<file path="src/sv/cra_pkg.sv">
`default_nettype none

package cra_pkg;

    // Field widths
    localparam int NC_W    = 5;   // core counts, copy counts, config values
    localparam int CORE_W  = 4;   // core index, round-robin pointer
    localparam int SID_W   = 32;  // session identifier
    localparam int CFG_IDX_W = 2;

    // Core count limits
    localparam int MAX_CORES   = 16;
    localparam int FIXED_LIMIT = 4;
    localparam int OUT_MAX     = 16;

    // Remainder unit: dividend holds pointer plus core count
    localparam int MOD_OPER_W = 6;
    localparam int MOD_STEPS  = 6;
    localparam int MOD_STEP_W = 3;

    typedef enum logic [CFG_IDX_W-1:0] {
        CFG_NUM_CORES,
        CFG_MAX_DUP,
        CFG_FIRST_GROUP_DUP,
        CFG_READY
    } cfg_idx_t;

    typedef enum logic [2:0] {
        ST_IDLE,
        ST_SCAN,
        ST_MOD,
        ST_EMIT,
        ST_COPY
    } state_t;

    typedef struct packed {
        logic [SID_W-1:0]  session;
        logic [CORE_W-1:0] start;
    } slot_entry_t;

endpackage

`default_nettype wire

</file>
<file path="src/sv/cra_mod_unit.sv">
`default_nettype none

// Restoring remainder: one conditional subtract of a shifted divisor per cycle.
module cra_mod_unit (
    input  wire logic                               aclk,
    input  wire logic                               aresetn,
    input  wire logic                               start,
    input  wire logic [cra_pkg::MOD_OPER_W-1:0]     dividend,
    input  wire logic [cra_pkg::NC_W-1:0]           divisor,
    output logic                                    busy,
    output logic                                    done,
    output logic [cra_pkg::CORE_W-1:0]              remainder
);

    localparam int SH_W = cra_pkg::MOD_OPER_W + cra_pkg::NC_W;

    logic [cra_pkg::MOD_OPER_W-1:0] rem_reg, rem_next;
    logic [cra_pkg::NC_W-1:0]       div_reg, div_next;
    logic [cra_pkg::MOD_STEP_W-1:0] step_reg, step_next;
    logic                           busy_reg, busy_next;
    logic                           done_reg, done_next;
    logic [SH_W-1:0]                shifted;

    always_comb begin
        shifted   = {{cra_pkg::MOD_OPER_W{1'b0}}, div_reg} << step_reg;
        rem_next  = rem_reg;
        div_next  = div_reg;
        step_next = step_reg;
        busy_next = busy_reg;
        done_next = 1'b0;
        if (start) begin
            rem_next  = dividend;
            div_next  = divisor;
            step_next = cra_pkg::MOD_STEP_W'(cra_pkg::MOD_STEPS - 1);
            busy_next = 1'b1;
        end else if (busy_reg) begin
            if ({{cra_pkg::NC_W{1'b0}}, rem_reg} >= shifted) begin
                rem_next = rem_reg - shifted[cra_pkg::MOD_OPER_W-1:0];
            end
            if (step_reg == '0) begin
                busy_next = 1'b0;
                done_next = 1'b1;
            end else begin
                step_next = step_reg - 1'b1;
            end
        end
    end

    always_ff @(posedge aclk) begin
        if (!aresetn) begin
            busy_reg <= 1'b0;
            done_reg <= 1'b0;
        end else begin
            busy_reg <= busy_next;
            done_reg <= done_next;
        end
    end

    always_ff @(posedge aclk) begin
        rem_reg  <= rem_next;
        div_reg  <= div_next;
        step_reg <= step_next;
    end

    assign busy      = busy_reg;
    assign done      = done_reg;
    assign remainder = rem_reg[cra_pkg::CORE_W-1:0];

endmodule

`default_nettype wire

</file>
<file path="src/sv/cra_sess_mem.sv">
`default_nettype none

// Session table: entry memory with registered read, valid bits in flops.
module cra_sess_mem #(
    parameter int SESSION_SLOTS = 16,
    localparam int SLOT_W = (SESSION_SLOTS > 1) ? $clog2(SESSION_SLOTS) : 1
) (
    input  wire logic                  aclk,
    input  wire logic                  aresetn,
    input  wire logic                  rd_en,
    input  wire logic [SLOT_W-1:0]     rd_addr,
    output logic                       rd_valid,
    output cra_pkg::slot_entry_t       rd_entry,
    input  wire logic                  wr_en,
    input  wire logic [SLOT_W-1:0]     wr_addr,
    input  wire cra_pkg::slot_entry_t  wr_entry
);

    cra_pkg::slot_entry_t mem [SESSION_SLOTS];
    logic [SESSION_SLOTS-1:0] valid_reg;
    cra_pkg::slot_entry_t     rd_entry_reg;
    logic                     rd_valid_reg;

    always_ff @(posedge aclk) begin
        if (!aresetn) begin
            valid_reg <= '0;
        end else if (wr_en) begin
            valid_reg[wr_addr] <= 1'b1;
        end
    end

    always_ff @(posedge aclk) begin
        if (wr_en) begin
            mem[wr_addr] <= wr_entry;
        end
        if (rd_en) begin
            rd_entry_reg <= mem[rd_addr];
            rd_valid_reg <= valid_reg[rd_addr];
        end
    end

    assign rd_entry = rd_entry_reg;
    assign rd_valid = rd_valid_reg;

endmodule

`default_nettype wire

</file>
<file path="src/sv/core_range_allocator.sv">
`default_nettype none

// Channel   Direction  Handshake               Payload
// s_        in         s_valid / s_ready       one placement request
// m_        out        m_valid / m_ready       one granted range (status, start, count, last)
// cfg_      in         cfg_valid / cfg_ready   register index and write data
//
// An error result (block not ready) is emitted from ST_EMIT. A single range without a session
// first passes the remainder unit for the pointer wrap, then ST_EMIT. A session adds a
// pipelined table scan that stops early on a hit, which leaves the pointer alone. Copy runs
// give one range per cycle while m_ready is high and no wrap is in flight; a pointer left
// out of range by a core count change costs one pass through the remainder unit. Reset clears
// the pointer and slot valid bits at once; a low m_ready stalls emission, s_ready is idle only.
module core_range_allocator #(
    parameter int SESSION_SLOTS = 16
) (
    input  wire logic                          aclk,
    input  wire logic                          aresetn,

    input  wire logic                          s_valid,
    output logic                               s_ready,
    input  wire logic [cra_pkg::NC_W-1:0]      s_optimal_cores,
    input  wire logic                          s_auto_multicore,
    input  wire logic [cra_pkg::NC_W-1:0]      s_requested_cores,
    input  wire logic [cra_pkg::NC_W-1:0]      s_max_duplicates,
    input  wire logic                          s_has_session,
    input  wire logic [cra_pkg::SID_W-1:0]     s_session_id,

    output logic                               m_valid,
    input  wire logic                          m_ready,
    output logic                               m_status,
    output logic [cra_pkg::CORE_W-1:0]         m_start_core,
    output logic [cra_pkg::NC_W-1:0]           m_core_count,
    output logic                               m_last,

    input  wire logic                          cfg_valid,
    output logic                               cfg_ready,
    input  wire logic [cra_pkg::CFG_IDX_W-1:0] cfg_index,
    input  wire logic [cra_pkg::NC_W-1:0]      cfg_data
);

    localparam int SLOT_W = (SESSION_SLOTS > 1) ? $clog2(SESSION_SLOTS) : 1;
    localparam int SCNT_W = $clog2(SESSION_SLOTS + 1);
    localparam logic [SCNT_W-1:0] SCAN_END = SCNT_W'(SESSION_SLOTS);
    localparam logic [cra_pkg::NC_W-1:0] NC_MAX = cra_pkg::NC_W'(cra_pkg::MAX_CORES);
    localparam logic [cra_pkg::NC_W-1:0] NC_FIXED = cra_pkg::NC_W'(cra_pkg::FIXED_LIMIT);
    localparam logic [cra_pkg::NC_W-1:0] NC_OUT = cra_pkg::NC_W'(cra_pkg::OUT_MAX);

    // Configuration registers
    logic [cra_pkg::NC_W-1:0] num_cores_reg;
    logic [cra_pkg::NC_W-1:0] max_dup_reg;
    logic [cra_pkg::NC_W-1:0] fgd_reg;
    logic                     ready_cfg_reg;

    // Control state
    cra_pkg::state_t              state_reg, state_next;
    logic [cra_pkg::CORE_W-1:0]   rr_reg, rr_next;
    logic [SCNT_W-1:0]            rd_ptr_reg, rd_ptr_next;
    logic                         cmp_pend_reg, cmp_pend_next;
    logic                         free_found_reg, free_found_next;
    logic                         m_valid_reg;

    // Request context
    logic [cra_pkg::NC_W-1:0]     nc_reg, nc_next;
    logic                         autom_reg, autom_next;
    logic [cra_pkg::SID_W-1:0]    sid_reg, sid_next;
    logic [cra_pkg::CORE_W-1:0]   start_reg, start_next;
    logic                         err_reg, err_next;
    logic [cra_pkg::NC_W-1:0]     copies_reg, copies_next;
    logic [cra_pkg::NC_W-1:0]     idx_reg, idx_next;
    logic                         rot_path_reg, rot_path_next;
    logic [SLOT_W-1:0]            cmp_idx_reg, cmp_idx_next;
    logic [SLOT_W-1:0]            free_idx_reg, free_idx_next;

    // Output payload
    logic                         m_status_reg, m_status_next;
    logic [cra_pkg::CORE_W-1:0]   m_start_reg, m_start_next;
    logic [cra_pkg::NC_W-1:0]     m_count_reg, m_count_next;
    logic                         m_last_reg, m_last_next;
    logic                         load_out;
    logic                         out_free;

    // Effective core count and copy count of the incoming request
    logic [cra_pkg::NC_W-1:0]     ncores;
    logic [cra_pkg::NC_W-1:0]     copies_base, copies_dup, in_copies;
    logic                         fixed_place;
    logic [cra_pkg::NC_W-1:0]     rot_sum;

    // Remainder unit
    logic                              mod_start;
    logic [cra_pkg::MOD_OPER_W-1:0]    mod_dividend;
    logic                              mod_busy;
    logic                              mod_done;
    logic [cra_pkg::CORE_W-1:0]        mod_rem;

    // Session table
    logic                         rd_en;
    logic                         rd_valid;
    cra_pkg::slot_entry_t         rd_entry;
    logic                         wr_en;
    cra_pkg::slot_entry_t         wr_entry;

    cra_mod_unit u_mod (
        .aclk      (aclk),
        .aresetn   (aresetn),
        .start     (mod_start),
        .dividend  (mod_dividend),
        .divisor   (ncores),
        .busy      (mod_busy),
        .done      (mod_done),
        .remainder (mod_rem)
    );

    cra_sess_mem #(
        .SESSION_SLOTS (SESSION_SLOTS)
    ) u_sess (
        .aclk     (aclk),
        .aresetn  (aresetn),
        .rd_en    (rd_en),
        .rd_addr  (rd_ptr_reg[SLOT_W-1:0]),
        .rd_valid (rd_valid),
        .rd_entry (rd_entry),
        .wr_en    (wr_en),
        .wr_addr  (free_idx_reg),
        .wr_entry (wr_entry)
    );

    // Zero cores act as one, anything past the core limit as the limit
    always_comb begin
        if (num_cores_reg == '0) begin
            ncores = cra_pkg::NC_W'(1);
        end else if (num_cores_reg > NC_MAX) begin
            ncores = NC_MAX;
        end else begin
            ncores = num_cores_reg;
        end
        fixed_place = (ncores <= NC_FIXED);
    end

    // Copy count: requested, group count or executable limit, then clamp twice
    always_comb begin
        if (s_auto_multicore) begin
            copies_base = s_requested_cores;
        end else if (fgd_reg == '0) begin
            copies_base = (s_max_duplicates < ncores) ? s_max_duplicates : ncores;
        end else begin
            copies_base = fgd_reg;
        end
        copies_dup = (copies_base < max_dup_reg) ? copies_base : max_dup_reg;
        in_copies  = (copies_dup < NC_OUT) ? copies_dup : NC_OUT;
    end

    assign out_free = !m_valid_reg || m_ready;
    assign rot_sum  = {1'b0, rr_reg} + cra_pkg::NC_W'(1);
    assign wr_entry = '{session: sid_reg, start: rr_reg};

    always_comb begin
        state_next      = state_reg;
        rr_next         = rr_reg;
        rd_ptr_next     = rd_ptr_reg;
        cmp_pend_next   = 1'b0;
        cmp_idx_next    = rd_ptr_reg[SLOT_W-1:0];
        free_found_next = free_found_reg;
        free_idx_next   = free_idx_reg;
        nc_next         = nc_reg;
        autom_next      = autom_reg;
        sid_next        = sid_reg;
        start_next      = start_reg;
        err_next        = err_reg;
        copies_next     = copies_reg;
        idx_next        = idx_reg;
        rot_path_next   = rot_path_reg;
        m_status_next   = m_status_reg;
        m_start_next    = m_start_reg;
        m_count_next    = m_count_reg;
        m_last_next     = m_last_reg;
        load_out        = 1'b0;
        mod_start       = 1'b0;
        mod_dividend    = '0;
        rd_en           = 1'b0;
        wr_en           = 1'b0;
        s_ready         = (state_reg == cra_pkg::ST_IDLE);

        case (state_reg)
            cra_pkg::ST_IDLE: begin
                if (s_valid) begin
                    nc_next    = s_optimal_cores;
                    autom_next = s_auto_multicore;
                    sid_next   = s_session_id;
                    if (!ready_cfg_reg) begin
                        // Error result, state untouched
                        err_next   = 1'b1;
                        start_next = '0;
                        state_next = cra_pkg::ST_EMIT;
                    end else if (s_optimal_cores > cra_pkg::NC_W'(1) ||
                                 max_dup_reg == cra_pkg::NC_W'(1)) begin
                        // Single range at the pointer unless the session is known
                        err_next      = 1'b0;
                        start_next    = rr_reg;
                        rot_path_next = 1'b0;
                        if (s_has_session) begin
                            rd_ptr_next     = '0;
                            free_found_next = 1'b0;
                            state_next      = cra_pkg::ST_SCAN;
                        end else begin
                            mod_start    = 1'b1;
                            mod_dividend = cra_pkg::MOD_OPER_W'(rr_reg) +
                                           cra_pkg::MOD_OPER_W'(s_optimal_cores);
                            state_next   = cra_pkg::ST_MOD;
                        end
                    end else begin
                        // Copy run; an empty run gives no result
                        copies_next   = in_copies;
                        idx_next      = '0;
                        rot_path_next = 1'b1;
                        if (in_copies != '0) begin
                            state_next = cra_pkg::ST_COPY;
                        end
                    end
                end
            end

            cra_pkg::ST_SCAN: begin
                // Issue one read per cycle, compare the entry read last cycle
                if (rd_ptr_reg != SCAN_END) begin
                    rd_en       = 1'b1;
                    rd_ptr_next = rd_ptr_reg + 1'b1;
                end
                cmp_pend_next = rd_en;
                if (cmp_pend_reg && rd_valid && rd_entry.session == sid_reg) begin
                    start_next = rd_entry.start;
                    state_next = cra_pkg::ST_EMIT;
                end else begin
                    if (cmp_pend_reg && !rd_valid && !free_found_reg) begin
                        free_found_next = 1'b1;
                        free_idx_next   = cmp_idx_reg;
                    end
                    if (!cmp_pend_reg && rd_ptr_reg == SCAN_END) begin
                        // New session: record it if a slot is free, then advance
                        wr_en        = free_found_reg;
                        mod_start    = 1'b1;
                        mod_dividend = cra_pkg::MOD_OPER_W'(rr_reg) +
                                       cra_pkg::MOD_OPER_W'(nc_reg);
                        state_next   = cra_pkg::ST_MOD;
                    end
                end
            end

            cra_pkg::ST_MOD: begin
                if (mod_done) begin
                    rr_next = mod_rem;
                    if (!rot_path_reg) begin
                        state_next = cra_pkg::ST_EMIT;
                    end else if (idx_reg == copies_reg) begin
                        state_next = cra_pkg::ST_IDLE;
                    end else begin
                        state_next = cra_pkg::ST_COPY;
                    end
                end
            end

            cra_pkg::ST_EMIT: begin
                if (out_free) begin
                    load_out      = 1'b1;
                    m_status_next = err_reg;
                    m_start_next  = start_reg;
                    m_count_next  = err_reg ? '0 : nc_reg;
                    m_last_next   = 1'b1;
                    state_next    = cra_pkg::ST_IDLE;
                end
            end

            cra_pkg::ST_COPY: begin
                if (out_free) begin
                    load_out      = 1'b1;
                    m_status_next = 1'b0;
                    m_start_next  = (autom_reg || fixed_place) ?
                                    idx_reg[cra_pkg::CORE_W-1:0] : rr_reg;
                    m_count_next  = autom_reg ? cra_pkg::NC_W'(1) : nc_reg;
                    m_last_next   = (idx_reg + 1'b1 == copies_reg);
                    idx_next      = idx_reg + 1'b1;
                    if (!autom_reg && !fixed_place) begin
                        // Rotate by one; a pointer past the range needs the full wrap
                        if (rot_sum < ncores) begin
                            rr_next = rot_sum[cra_pkg::CORE_W-1:0];
                        end else if (rot_sum == ncores) begin
                            rr_next = '0;
                        end else begin
                            mod_start    = 1'b1;
                            mod_dividend = cra_pkg::MOD_OPER_W'(rot_sum);
                        end
                    end
                    if (mod_start) begin
                        state_next = cra_pkg::ST_MOD;
                    end else if (m_last_next) begin
                        state_next = cra_pkg::ST_IDLE;
                    end
                end
            end

            default: begin
                state_next = cra_pkg::ST_IDLE;
            end
        endcase
    end

    // Control registers
    always_ff @(posedge aclk) begin
        if (!aresetn) begin
            state_reg      <= cra_pkg::ST_IDLE;
            rr_reg         <= '0;
            rd_ptr_reg     <= '0;
            cmp_pend_reg   <= 1'b0;
            free_found_reg <= 1'b0;
            m_valid_reg    <= 1'b0;
        end else begin
            state_reg      <= state_next;
            rr_reg         <= rr_next;
            rd_ptr_reg     <= rd_ptr_next;
            cmp_pend_reg   <= cmp_pend_next;
            free_found_reg <= free_found_next;
            if (load_out) begin
                m_valid_reg <= 1'b1;
            end else if (m_ready) begin
                m_valid_reg <= 1'b0;
            end
        end
    end

    // Request context and output payload
    always_ff @(posedge aclk) begin
        nc_reg        <= nc_next;
        autom_reg     <= autom_next;
        sid_reg       <= sid_next;
        start_reg     <= start_next;
        err_reg       <= err_next;
        copies_reg    <= copies_next;
        idx_reg       <= idx_next;
        rot_path_reg  <= rot_path_next;
        cmp_idx_reg   <= cmp_idx_next;
        free_idx_reg  <= free_idx_next;
        m_status_reg  <= m_status_next;
        m_start_reg   <= m_start_next;
        m_count_reg   <= m_count_next;
        m_last_reg    <= m_last_next;
    end

    // Configuration writes; always accepted
    always_ff @(posedge aclk) begin
        if (!aresetn) begin
            num_cores_reg <= cra_pkg::NC_W'(1);
            max_dup_reg   <= cra_pkg::NC_W'(16);
            fgd_reg       <= '0;
            ready_cfg_reg <= 1'b0;
        end else if (cfg_valid) begin
            case (cra_pkg::cfg_idx_t'(cfg_index))
                cra_pkg::CFG_NUM_CORES:       num_cores_reg <= cfg_data;
                cra_pkg::CFG_MAX_DUP:         max_dup_reg   <= cfg_data;
                cra_pkg::CFG_FIRST_GROUP_DUP: fgd_reg       <= cfg_data;
                cra_pkg::CFG_READY:           ready_cfg_reg <= cfg_data[0];
                default: begin
                end
            endcase
        end
    end

    assign cfg_ready    = 1'b1;
    assign m_valid      = m_valid_reg;
    assign m_status     = m_status_reg;
    assign m_start_core = m_start_reg;
    assign m_core_count = m_count_reg;
    assign m_last       = m_last_reg;

`ifndef NO_ASSERTIONS
    // The wrapped pointer always lands inside the effective core range
    a_mod_in_range: assert property (@(posedge aclk) disable iff (!aresetn)
        mod_done |-> ({1'b0, mod_rem} < ncores))
        else $error("remainder not below core count");

    // An error result is a lone, empty range
    a_err_shape: assert property (@(posedge aclk) disable iff (!aresetn)
        (m_valid && m_status) |-> (m_last && m_core_count == '0))
        else $error("error result with range or without last");

    // No new request is taken while the pointer wrap is still in flight
    a_idle_mod: assert property (@(posedge aclk) disable iff (!aresetn)
        s_ready |-> !mod_busy)
        else $error("request accepted during pointer wrap");

    // A table write only follows a completed scan with a free slot
    a_wr_scan: assert property (@(posedge aclk) disable iff (!aresetn)
        wr_en |-> (free_found_reg && rd_ptr_reg == SCAN_END && !cmp_pend_reg))
        else $error("session table write outside scan end");
`endif

endmodule

`default_nettype wire
</file>
<file path="config.mk">
export PLATFORM = sky130hd
export DESIGN_NAME = core_range_allocator
export DESIGN_NICKNAME = d
export VERILOG_FILES = /design/src/sv/cra_pkg.sv /design/src/sv/cra_mod_unit.sv /design/src/sv/cra_sess_mem.sv /design/src/sv/core_range_allocator.sv
export SDC_FILE = /design/constraint.sdc
export NUM_CORES = 1
export LEC_CHECK = 0
export ABC_CLOCK_PERIOD_IN_PS = 4500
export CORE_UTILIZATION = 39
export DETAILED_ROUTE_END_ITERATION = 6
export DONT_BUFFER_PORTS = 1
export HOLD_SLACK_MARGIN = 0.15
export PLACE_DENSITY_LB_ADDON = 0.15
export SYNTH_ARGS = -nofsm -noshare
export SYNTH_HDL_FRONTEND = slang
export SYNTH_HIERARCHICAL = 1
export SYNTH_SLANG_ARGS = --single-unit
</file>
<file path="constraint.sdc">
create_clock -name aclk -period 4.5 [get_ports aclk]
set_input_delay 0.45 -clock aclk [delete_from_list [all_inputs] [get_ports aclk]]
set_output_delay 0.45 -clock aclk [all_outputs]
set_load 0.02 [all_outputs]
</file>
==> impl_metrics.yaml <==
global_route:
  grt_antenna_before_repair: 0
  grt-ovfl-total: 0
  met1_usage: 0.252
  grt_pass1_wl_um: 107000
  grtUsageMet3: 0.0300
  grtUsageTotal: 0.187
  grt-busiest-layer: "met2"
  grt_pass1_vias: 16200
  grt_max_degree: 153
  use_met2: 0.315
place:
  dp_hpwl_um: 40900
  dp_cells: 2645
  gp_congestion: 0.867
  placement.cell_area_mm2: 0.0316
  port_buffers: 0
die:
  rows: 101
  ios: 75
  die_width_um: 279
  coreArea_mm2: 0.0761
  die_area_mm2: 0.0780
  dieHeight_um: 279
  start_util: 0.394
yosys:
  synth_xor_area_frac: 0.0163
  synth_top_cells_by_area: "edfxtp_1 69%, mux4_2 11%, dfxtp_1 3.7%"
  synth_top_area_share: 0.694
  synthMuxAreaShare: 0.122
  synth_edf_count: 693
  ys_types: 68
  synthCells: 1634
  syn_area_per_cell_um2: 18.4
  yosysWarnings: 6
  syn_nets: 1731
  ys_ff_latch: 749
  yosys.area_share.adder: 0.0158
  synth-main-ff-cell: "edfxtp_1"
  synth_compound_area_frac: 0.0509
  synth_area_mm2: 0.0300
  synth_top_family_by_area: "multiplexers"
  synth-simple-area-share: 0.0464
  synth-async-reset-ratio: 0
  synthMostInstantiatedCell: "edfxtp_1"
  yosys-top-cells-count: "693 x edfxtp_1, 148 x mux4_2, 95 x nand2_1"
  synth_area_leader_cell: "edfxtp_1"
  ys_seq_area_frac: 0.731
setup_path:
  ff2ff_path_depth: 15
  reg2reg_to: "copies_reg[1]"
  worstSetupPathType: "reg2reg"
  endpoint_kind: "register"
  worst_path_dominant_cell_family: "compound AO/OA/AOI/OAI gates"
  cp-start-kind: "register"
  required_ns: 4.88
  critPathArrivalTime_ns: 4.55
  rr_startpoint: "num_cores_reg[4]"
  reg2reg_slack_ns: 0.33
  worstPathCellList: "inv_2 -> nand2_1 -> ha_1 -> nand3_1 -> a21oi_1 -> a21o_1 -> mux2i_1 -> o31ai_1 -> inv_1 -> ha_1 -> nand4_1 -> nor3_1 -> o21ai_0 -> nand2_1 -> mux2_2"
  cp_max_fo: 10
  timing.critical_path.slowest_cell_delay_ns: 0.43
  crit_slowest_cell: "o31ai_1"
  path_buf_inv: 2
timing:
  rsz0062_at_grt: "no"
  final_hold_viol_count: 0
  finalCritPeriodShare: 0.926
  worst_pin_slew_ns: 1.12
  setup_viol: 0
  period_needed_ns: 4.17
  relSlewSlack: 0.253
  fin_setup_tns_ns: 0
  fmax_mhz: 240
  slew_violations: 0
  finClkSkew_ns: 0.0318
detailed_routing:
  wl_um: 71500
  drc_errors: 0
  drt-initial-drc-count: 1208
  num_vias: 15400
  drt_pass1_iterations: 5
  via_per_inst: 5.42
  drtAntennaViolNets: 0
  wl_per_cell_um: 25.2
min_path:
  min_path_type: "in2reg"
  hold-path-endpoint: "rot_path_reg"
  whs_path_depth: 2
  hp-start: "s_optimal_cores[2]"
clocking:
  clkTransAtPathRegs_ns: 0.06
  htree_levels: 3
  cts_resized: 0
  cts_buffer_depth: 3
  clk_latency_ns: 0.63
  post_cts_buffers: 0
  cts_buffers: 82
  hold_buffers: 50
  cts_sinks: 749
  cts_tree: "built"
  root_buffer: "clkbuf_16"
power_and_ir_drop:
  p_per_area_mw_per_mm2: 507
  vdd.ir_drop.worst_mv: 0.276
  leakage_uw: 0.0111
finish:
  largest_register_ffs: 576
  final_layout_size_suffix_gt1_frac: 0.202
  num_antenna_cells: 0
  nets: 1846
  fin_cells: 2843
  area_growth_syn_to_layout_pct: 15.9
  final_cell_area_mm2: 0.0348
run:
  drv_cap: 0
run_status:
  status: "finished clean"
==> metal layers <==
layer / wire length (um) / part of all wire / up-vias
met5: 0 / 0 / -
met4: 1440 / 0.020 / 0
met3: 2920 / 0.041 / 101
met2: 35800 / 0.50 / 334
met1: 31300 / 0.44 / 8171
li1: - / - / 6813
==> worst reg2reg max path, cell delays in order, from the launching register on <==
cell	delay, ns
dfxtp_1	0.38
inv_2	0.14
nand2_1	0.15
ha_1	0.33
nand3_1	0.10
a21oi_1	0.30
a21o_1	0.26
mux2i_1	0.13
o31ai_1	0.43
inv_1	0.15
ha_1	0.35
nand4_1	0.19
nor3_1	0.20
o21ai_0	0.14
nand2_1	0.28
mux2_2	0.38
==> power breakdown <==
part / total [uW] / switching [uW] / internal, uW
registers: 8850 / 562 / 8290
clock network: 6700 / 2720 / 3980
logic: 2080 / 1110 / 973
==> area by class of cell <==
cell class	instances	area, um^2
clock inverter	52	522
timing repair buffer	105	998
multi-input combinational	778	7710
clock buffer	96	2180
inverter	33	124
tap	1030	1290
sequential	749	21900
fill	6595	41300
==> metrics by stage <==
step	total power (uW)	worst slack, ns	hold slack, ns	util
2_1_floorplan	10400	0.104	0.386	-
3_3_place_gp	11100	0.549	0.387	0.415
3_5_place_dp	11100	0.432	0.391	0.415
4_1_cts	17900	0.406	0.156	0.457
5_1_grt	18300	0.0467	0.156	0.457
6_report	17600	0.333	0.183	0.457
==> kinds of logic (layout without fill, tap and decap cells) <==
| group | Yosys count | count (layout) |
|---|---|---|
| xor+xnor | 56 | 56 |
| compound gates | 216 | 216 |
| buf+inv | 107 | 286 |
| flops | 749 | 749 |
| other cells | 1 | 1 |
| fa+ha+maj | 36 | 36 |
| mux | 181 | 181 |
| simple gates | 288 | 288 |
==> worst max path at each step <==
stage | startpoint | to | slack (ns) | depth (start not counted)
after floorplan | state_reg[2] | u_mod/rem_reg[0] | 0.10 | 11
after global placement | num_cores_reg[4] | state_reg[0] | 0.55 | 17
after detailed placement | num_cores_reg[4] | copies_reg[1] | 0.43 | 15
after CTS | num_cores_reg[4] | copies_reg[1] | 0.41 | 15
after global routing | num_cores_reg[4] | copies_reg[1] | 0.05 | 15
final | num_cores_reg[4] | copies_reg[1] | 0.33 | 15
==> placed cells by master (no fill, tap or decap), drive strengths merged, types with 36 or more instances in the layout <==
master         n
edfxtp       693
mux4         148
clkbuf        96
nand2         95
a22oi         80
nor2          70
dfxtp         56
buf           56
dlygate4sd3   49
xnor2         39
clkinv        37
inv           36
Note: power is estimated with default switching activity, not from simulation.
